<file path="config.mk">
export PLATFORM = sky130hd
export DESIGN_NAME = periodic_event_tick_timer
export DESIGN_NICKNAME = d
export VERILOG_FILES = /design/src/hw/rtl/pett_pkg.sv /design/src/hw/rtl/pett_channel.sv /design/src/hw/rtl/periodic_event_tick_timer.sv
export SDC_FILE = /design/constraint.sdc
export NUM_CORES = 1
export LEC_CHECK = 0
export BUFFER_PORTS_ARGS = -buffer_cell sky130_fd_sc_hd__buf_2
export CAP_MARGIN = 20
export CORE_MARGIN = 2
export CORE_UTILIZATION = 52
export CTS_CLUSTER_DIAMETER = 50
export DETAILED_ROUTE_END_ITERATION = 10
export PLACE_DENSITY = 0.7
export RECOVER_POWER = 50
export SLEW_MARGIN = 20
export SYNTH_ARGS = -nofsm -noshare
export SYNTH_HDL_FRONTEND = slang
export SYNTH_SLANG_ARGS = --single-unit
</file>
<file path="constraint.sdc">
create_clock -name clk -period 7.4 [get_ports clk]
set_clock_uncertainty 0.05 [all_clocks]
set_input_delay 0.37 -clock clk [delete_from_list [all_inputs] [get_ports clk]]
set_output_delay 0.37 -clock clk [all_outputs]
set_load 0.02 [all_outputs]
</file>
<file path="src/hw/rtl/pett_pkg.sv">
// Shared constants, types and register indexes for the periodic event tick timer.
package pett_pkg;

  localparam int CHANNELS    = 2;
  localparam int COUNT_WIDTH = 32;
  localparam int DATA_WIDTH  = 32;
  localparam int INDEX_WIDTH = 3;
  localparam int MASK_WIDTH  = 2;

  typedef logic [COUNT_WIDTH-1:0] count_t;
  typedef logic [DATA_WIDTH-1:0]  data_t;

  localparam data_t PERIOD_A_RESET = data_t'(500);
  localparam data_t PERIOD_B_RESET = data_t'(50);
  localparam data_t REPEAT_RESET   = '1;
  localparam logic [MASK_WIDTH-1:0] ENABLE_RESET = '1;

  typedef enum logic [INDEX_WIDTH-1:0] {
    REG_PERIOD_A = 3'd0,
    REG_PERIOD_B = 3'd1,
    REG_REPEAT_A = 3'd2,
    REG_REPEAT_B = 3'd3,
    REG_ENABLE   = 3'd4
  } reg_index_t;

  typedef enum logic {
    REQ_TICK = 1'b0,
    REQ_LOAD = 1'b1
  } req_t;

  typedef struct packed {
    logic  tick;
    logic  rep_load;
    data_t rep_value;
  } chan_ctrl_t;

endpackage

</file>
<file path="src/hw/rtl/pett_channel.sv">
// One periodic channel: tick counter, period match and repeat bookkeeping.
module pett_channel (
  input  logic                clk,
  input  logic                rst,
  input  pett_pkg::chan_ctrl_t ctrl,
  input  pett_pkg::data_t     period,
  output logic                fire
);

  pett_pkg::count_t tick_count;
  pett_pkg::count_t tick_count_next;
  pett_pkg::data_t  repeats_left;
  pett_pkg::data_t  repeats_left_next;
  pett_pkg::count_t cnt_inc;
  logic             match;
  logic             has_repeat;

  assign cnt_inc    = tick_count + pett_pkg::count_t'(1);
  // a zero period never matches
  assign match      = (period != '0) &&
                      (pett_pkg::data_t'(cnt_inc) == period);
  assign has_repeat = repeats_left[pett_pkg::DATA_WIDTH-1] || (repeats_left != '0);
  assign fire       = ctrl.tick && match && has_repeat;

  always_comb begin
    tick_count_next   = tick_count;
    repeats_left_next = repeats_left;
    if (ctrl.tick) begin
      tick_count_next = match ? '0 : cnt_inc;
      if (match && !repeats_left[pett_pkg::DATA_WIDTH-1] && (repeats_left != '0)) begin
        repeats_left_next = repeats_left - pett_pkg::data_t'(1);
      end
    end
    if (ctrl.rep_load) begin
      repeats_left_next = ctrl.rep_value;
    end
  end

  always_ff @(posedge clk) begin
    if (rst) begin
      tick_count   <= '0;
      repeats_left <= pett_pkg::REPEAT_RESET;
    end else begin
      tick_count   <= tick_count_next;
      repeats_left <= repeats_left_next;
    end
  end

endmodule

</file>
<file path="src/hw/rtl/periodic_event_tick_timer.sv">
// Top level of the periodic event tick timer with delay countdown.
//
// Input channel (in_valid/in_ready): req_type 0 is one elapsed tick, req_type 1
// loads delay_load into the delay down-counter. Every beat yields one result
// beat on the output channel (out_valid/out_ready): fire_mask has a bit per
// channel that fired on this tick, delay_pending and delay_left report the
// delay counter after the item.
// Configuration (cfg_valid/cfg_ready, cfg_index, cfg_data): periods, repeat
// counts (a write also reloads the remaining repeats) and channel enables.
// Each input beat's result is registered; with no stall, one item per cycle is
// sustained. The result register frees as its beat is taken, so a new input
// is taken in the same cycle the output is read; while the receiver stalls
// with a result held, in_ready is low.
// Synchronous reset clears counters, restores the register defaults
// (periods 500 and 50, repeat forever, both channels enabled) and drops
// any pending result. No beat is taken while reset is high.
module periodic_event_tick_timer (
  input  logic                                 clk,
  input  logic                                 rst,
  input  logic                                 in_valid,
  output logic                                 in_ready,
  input  logic                                 req_type,
  input  logic [pett_pkg::DATA_WIDTH-1:0]      delay_load,
  output logic                                 out_valid,
  input  logic                                 out_ready,
  output logic [pett_pkg::MASK_WIDTH-1:0]      fire_mask,
  output logic                                 delay_pending,
  output logic [pett_pkg::DATA_WIDTH-1:0]      delay_left,
  input  logic                                 cfg_valid,
  output logic                                 cfg_ready,
  input  logic [pett_pkg::INDEX_WIDTH-1:0]     cfg_index,
  input  logic [pett_pkg::DATA_WIDTH-1:0]      cfg_data
);

  pett_pkg::data_t                  period [2];
  logic [pett_pkg::MASK_WIDTH-1:0]  channel_enable;
  pett_pkg::count_t                 delay_count;
  pett_pkg::count_t                 delay_count_next;
  logic                             in_accept;
  logic                             cfg_accept;
  logic                             tick;
  logic [pett_pkg::MASK_WIDTH-1:0]  fire;
  pett_pkg::chan_ctrl_t             ctrl [2];

  assign in_ready   = !rst && (!out_valid || out_ready);
  assign cfg_ready  = !rst;
  assign in_accept  = in_valid && in_ready;
  assign cfg_accept = cfg_valid && cfg_ready;
  assign tick       = in_accept && (pett_pkg::req_t'(req_type) == pett_pkg::REQ_TICK);

  // configuration registers
  always_ff @(posedge clk) begin
    if (rst) begin
      period[0]      <= pett_pkg::PERIOD_A_RESET;
      period[1]      <= pett_pkg::PERIOD_B_RESET;
      channel_enable <= pett_pkg::ENABLE_RESET;
    end else if (cfg_accept) begin
      case (pett_pkg::reg_index_t'(cfg_index))
        pett_pkg::REG_PERIOD_A: period[0] <= cfg_data;
        pett_pkg::REG_PERIOD_B: period[1] <= cfg_data;
        pett_pkg::REG_ENABLE:   channel_enable <= cfg_data[pett_pkg::MASK_WIDTH-1:0];
        default: ;
      endcase
    end
  end

  always_comb begin
    ctrl[0].tick      = tick && channel_enable[0];
    ctrl[0].rep_load  = cfg_accept &&
                        (pett_pkg::reg_index_t'(cfg_index) == pett_pkg::REG_REPEAT_A);
    ctrl[0].rep_value = cfg_data;
    ctrl[1].tick      = tick && channel_enable[1];
    ctrl[1].rep_load  = cfg_accept &&
                        (pett_pkg::reg_index_t'(cfg_index) == pett_pkg::REG_REPEAT_B);
    ctrl[1].rep_value = cfg_data;
  end

  for (genvar c = 0; c < pett_pkg::MASK_WIDTH; c++) begin : g_chan
    if (c < pett_pkg::CHANNELS) begin : g_on
      pett_channel u_chan (
        .clk    (clk),
        .rst    (rst),
        .ctrl   (ctrl[c]),
        .period (period[c]),
        .fire   (fire[c])
      );
    end else begin : g_off
      assign fire[c] = 1'b0;
    end
  end

  // delay down-counter
  always_comb begin
    delay_count_next = delay_count;
    if (in_accept) begin
      if (pett_pkg::req_t'(req_type) == pett_pkg::REQ_LOAD) begin
        delay_count_next = delay_load[pett_pkg::COUNT_WIDTH-1:0];
      end else if (delay_count != '0) begin
        delay_count_next = delay_count - pett_pkg::count_t'(1);
      end
    end
  end

  always_ff @(posedge clk) begin
    if (rst) begin
      delay_count <= '0;
      out_valid   <= 1'b0;
    end else begin
      delay_count <= delay_count_next;
      if (in_accept) begin
        out_valid <= 1'b1;
      end else if (out_ready) begin
        out_valid <= 1'b0;
      end
    end
  end

  // result register
  always_ff @(posedge clk) begin
    if (in_accept) begin
      fire_mask     <= fire;
      delay_pending <= (delay_count_next != '0);
      delay_left    <= pett_pkg::data_t'(delay_count_next);
    end
  end

endmodule

</file>
==> results.sh <==
export IMPL_synth_edff_count=99
export IMPL_antenna_violations_before_repair=0
export IMPL_final_period_utilization=0.805
export IMPL_clock_insertion_delay_worst_skew_ns=0.53
export IMPL_die_area_um2=32100
export IMPL_ys_top_cells_by_area="sky130_fd_sc_hd__dfxtp_1 20%, sky130_fd_sc_hd__edfxtp_1 19%, sky130_fd_sc_hd__nor2_1 4.4%, sky130_fd_sc_hd__xnor2_1 4.0%, sky130_fd_sc_hd__nor3_1 3.8%"
export IMPL_h_tree_depth=2
export IMPL_synth_cell_type_count=82
export IMPL_worst_slack_ns=1.45
export IMPL_initial_detailed_routing_violation_count=1772
export IMPL_run_status="finished with violations"
export IMPL_power_net_switching_mw=1.06
export IMPL_place_gp_congestion=0.943
export IMPL_synthDominantAreaCellType="sky130_fd_sc_hd__dfxtp_1"
export IMPL_final_net_count=2010
export IMPL_drv_slew=247
export IMPL_postSynth_topFlopCell="sky130_fd_sc_hd__dfxtp_1"
export IMPL_tritoncts="built"
export IMPL_coreArea_um2=30400
export IMPL_numCtsBuffers=35
export IMPL_pre_cts_slack_ns=2.21
export IMPL_worst_slew_margin_rel=-1.41
export IMPL_synth_async_sr_flop_share=0
export IMPL_min_delay_path_class="in2reg"
export IMPL_synth_cell_area_um2=16000
export IMPL_synth_top_area_frac=0.205
export IMPL_detail_route_wl_per_cell_um=21.4
export IMPL_floorplan_die_width_um=179
export IMPL_count_of_input_and_output_buffers=110
export IMPL_power_per_unit_of_standard_cell_area_nw_per_um2=219
export IMPL_total_leakage_power_nw=5.90
export IMPL_synth_sequential_area_ratio=0.391
export IMPL_post_cts_resize_count=0
export IMPL_p_sw_frac=0.273
export IMPL_total_power_consumption_mw=3.88
export IMPL_detailedRoute_firstPassIterationCount=6
export IMPL_ys_seq_elements=262
export IMPL_synthMostInstantiatedCell="sky130_fd_sc_hd__nor2_1"
export IMPL_grt_util_all_layers=0.313
export IMPL_cts_root_to_sink_buffers=3
export IMPL_drive_above_1_share=0.0935
export IMPL_grt_first_pass_wirelength_um=78800
export IMPL_rsz0062_at_grt="false"
export IMPL_syn_mean_instance_area_um2=8.37
export IMPL_number_of_buffers_inserted_to_repair_setup_after_cts=0
export IMPL_root_buffer="sky130_fd_sc_hd__clkbuf_16"
export IMPL_core_rowCount=64
export IMPL_violations="max-capacitance violations, max-slew violations"
export IMPL_initial_core_util=0.524
export IMPL_timing_worst_slew_pin_value_ns=3.62
export IMPL_crit_path_end_kind="register"
export IMPL_finalWorstPathRequiredPeriod_ns=5.95
export IMPL_combinational_share_of_power=0.122
export IMPL_maxClockFrequency_mhz=168
export IMPL_insertedDiodeCount=0
export IMPL_power_internal_mw=2.82
export IMPL_syn_nets=1985
export IMPL_critical_path_max_fanout=62
export IMPL_ir_drop_mv=0.157
export IMPL_overflow_left_after_global_routing=0
export IMPL_cts_sinks=262
export IMPL_vertical_extent_of_the_die_um=179
export IMPL_fin_worst_hold_slack_ns=0.0892
export IMPL_io_pin_count=111
export IMPL_netlist_instances=1906
export IMPL_vias=15400
export IMPL_synthesis_yosys_warnings=0
export IMPL_crit_type="in2reg"
export IMPL_netlist_top_cells_count="189 x sky130_fd_sc_hd__nor2_1, 163 x sky130_fd_sc_hd__dfxtp_1, 124 x sky130_fd_sc_hd__nand2_1"
export IMPL_detailedPlacementHpwl_um=36000
export IMPL_drt_wl_total_um=50400
export IMPL_timing_critical_path_from_type="input port"
export IMPL_timing_max_cap_violations=5
export IMPL_cts_hold_buf=0
export IMPL_drtAntennaViolNets=0
export IMPL_share_clk_of_total_power=0.447
export IMPL_cp_data_required_time_ns=7.58
export IMPL_arrival_ns=6.14
export IMPL_area_growth_syn_to_layout_pct=10.9
export IMPL_finalSetupViolations=0
export IMPL_totalNegativeSetupSlack_ns=0
export IMPL_count_of_final_hold_check_violations=0
export IMPL_sequential_power_share=0.431
export IMPL_route_detailed_vias_per_inst=6.55
export IMPL_grt_pass1_vias=14000
export IMPL_clk_pin_slew_worst_paths_ns=0.06
export IMPL_maximum_number_of_pins_on_one_net_before_global_route_repair=73
export IMPL_drc=0
## kinds of logic after synthesis
family	synth area share
xor+xnor	0.0610
compound gates	0.144
buf+inv	0.0486
mux	0.00847
fa+ha+maj	0.00471
simple gates	0.342
flops	0.391
## area by class of cell
cell class,instances,area [um2]
clock buffer,43,916
clock inverter,20,268
fill,2828,12700
inverter,42,158
multi-input combinational,1459,8950
sequential,262,6240
tap,396,495
timing repair buffer,131,656
## state kept, by name (all words and copies together), names as in the netlist
register	cells
channel_enable	2
delay_count	32
delay_left	32
delay_pending	1
fire_mask	2
g_chan.g_on.u_chan.repeats_left	64
g_chan.g_on.u_chan.tick_count	64
out_valid	1
period	64
## stage by stage
step                       util  std cells  instance area, um2
final                     0.581       2353               17700
after global routing      0.581       2353               17700
after CTS                 0.582       2351               17700
after detailed placement  0.544       2288               16500
after global placement    0.544       2288               16500
after floorplan               -       1906               16000
## worst max-delay path, cell delays in order
cell                       delay (ns)
sky130_fd_sc_hd__clkbuf_1        2.04
sky130_fd_sc_hd__clkinv_1        0.27
sky130_fd_sc_hd__buf_4           0.39
sky130_fd_sc_hd__nand3_1         0.12
sky130_fd_sc_hd__buf_4           0.35
sky130_fd_sc_hd__inv_2           0.32
sky130_fd_sc_hd__buf_4           0.37
sky130_fd_sc_hd__nand2_1         0.25
sky130_fd_sc_hd__nor3_1          0.16
sky130_fd_sc_hd__a221o_1         0.37
sky130_fd_sc_hd__nor4_1          0.29
sky130_fd_sc_hd__nand4_1         0.17
sky130_fd_sc_hd__nor4_1          0.45
sky130_fd_sc_hd__nand4_1         0.18
## placed cells by master, fill, tap and decap left out, drive strengths merged, types with 79 or more instances in the layout
master  instances
edfxtp         99
nand4          79
nor2          189
nor4           98
nand2         124
nor3          122
clkbuf         86
nand3          91
dfxtp         163
buf            88
## per-layer routing
layer,part of all wire,wire length [um],track usage
met1,0.43,21900,0.444
met2,0.45,22600,0.493
met3,0.085,4300,0.0424
met4,0.034,1730,0.103
met5,0,0,0
## final timing paths
check,from,end,slack (ns),cells after the start
max,rst,delay_pending,1.45,14
min,in_valid,out_valid,0.09,3
max reg2reg,g_chan[1].g_on.u_chan.tick_count[0],fire_mask[1],2.03,9
min reg2reg,g_chan[1].g_on.u_chan.repeats_left[30],g_chan[1].g_on.u_chan.repeats_left[30],0.44,2
## power groups by stage
stage | Sequential (mW) | Combinational, mW | Clock, mW
3_3_place_gp | 1.70 | 0.459 | 0
3_5_place_dp | 1.70 | 0.465 | 0
2_1_floorplan | 1.68 | 0.319 | 0
4_1_cts | 1.67 | 0.467 | 1.76
6_report | 1.67 | 0.473 | 1.73
5_1_grt | 1.68 | 0.516 | 1.80
Note: power is estimated with default switching activity, not from simulation.
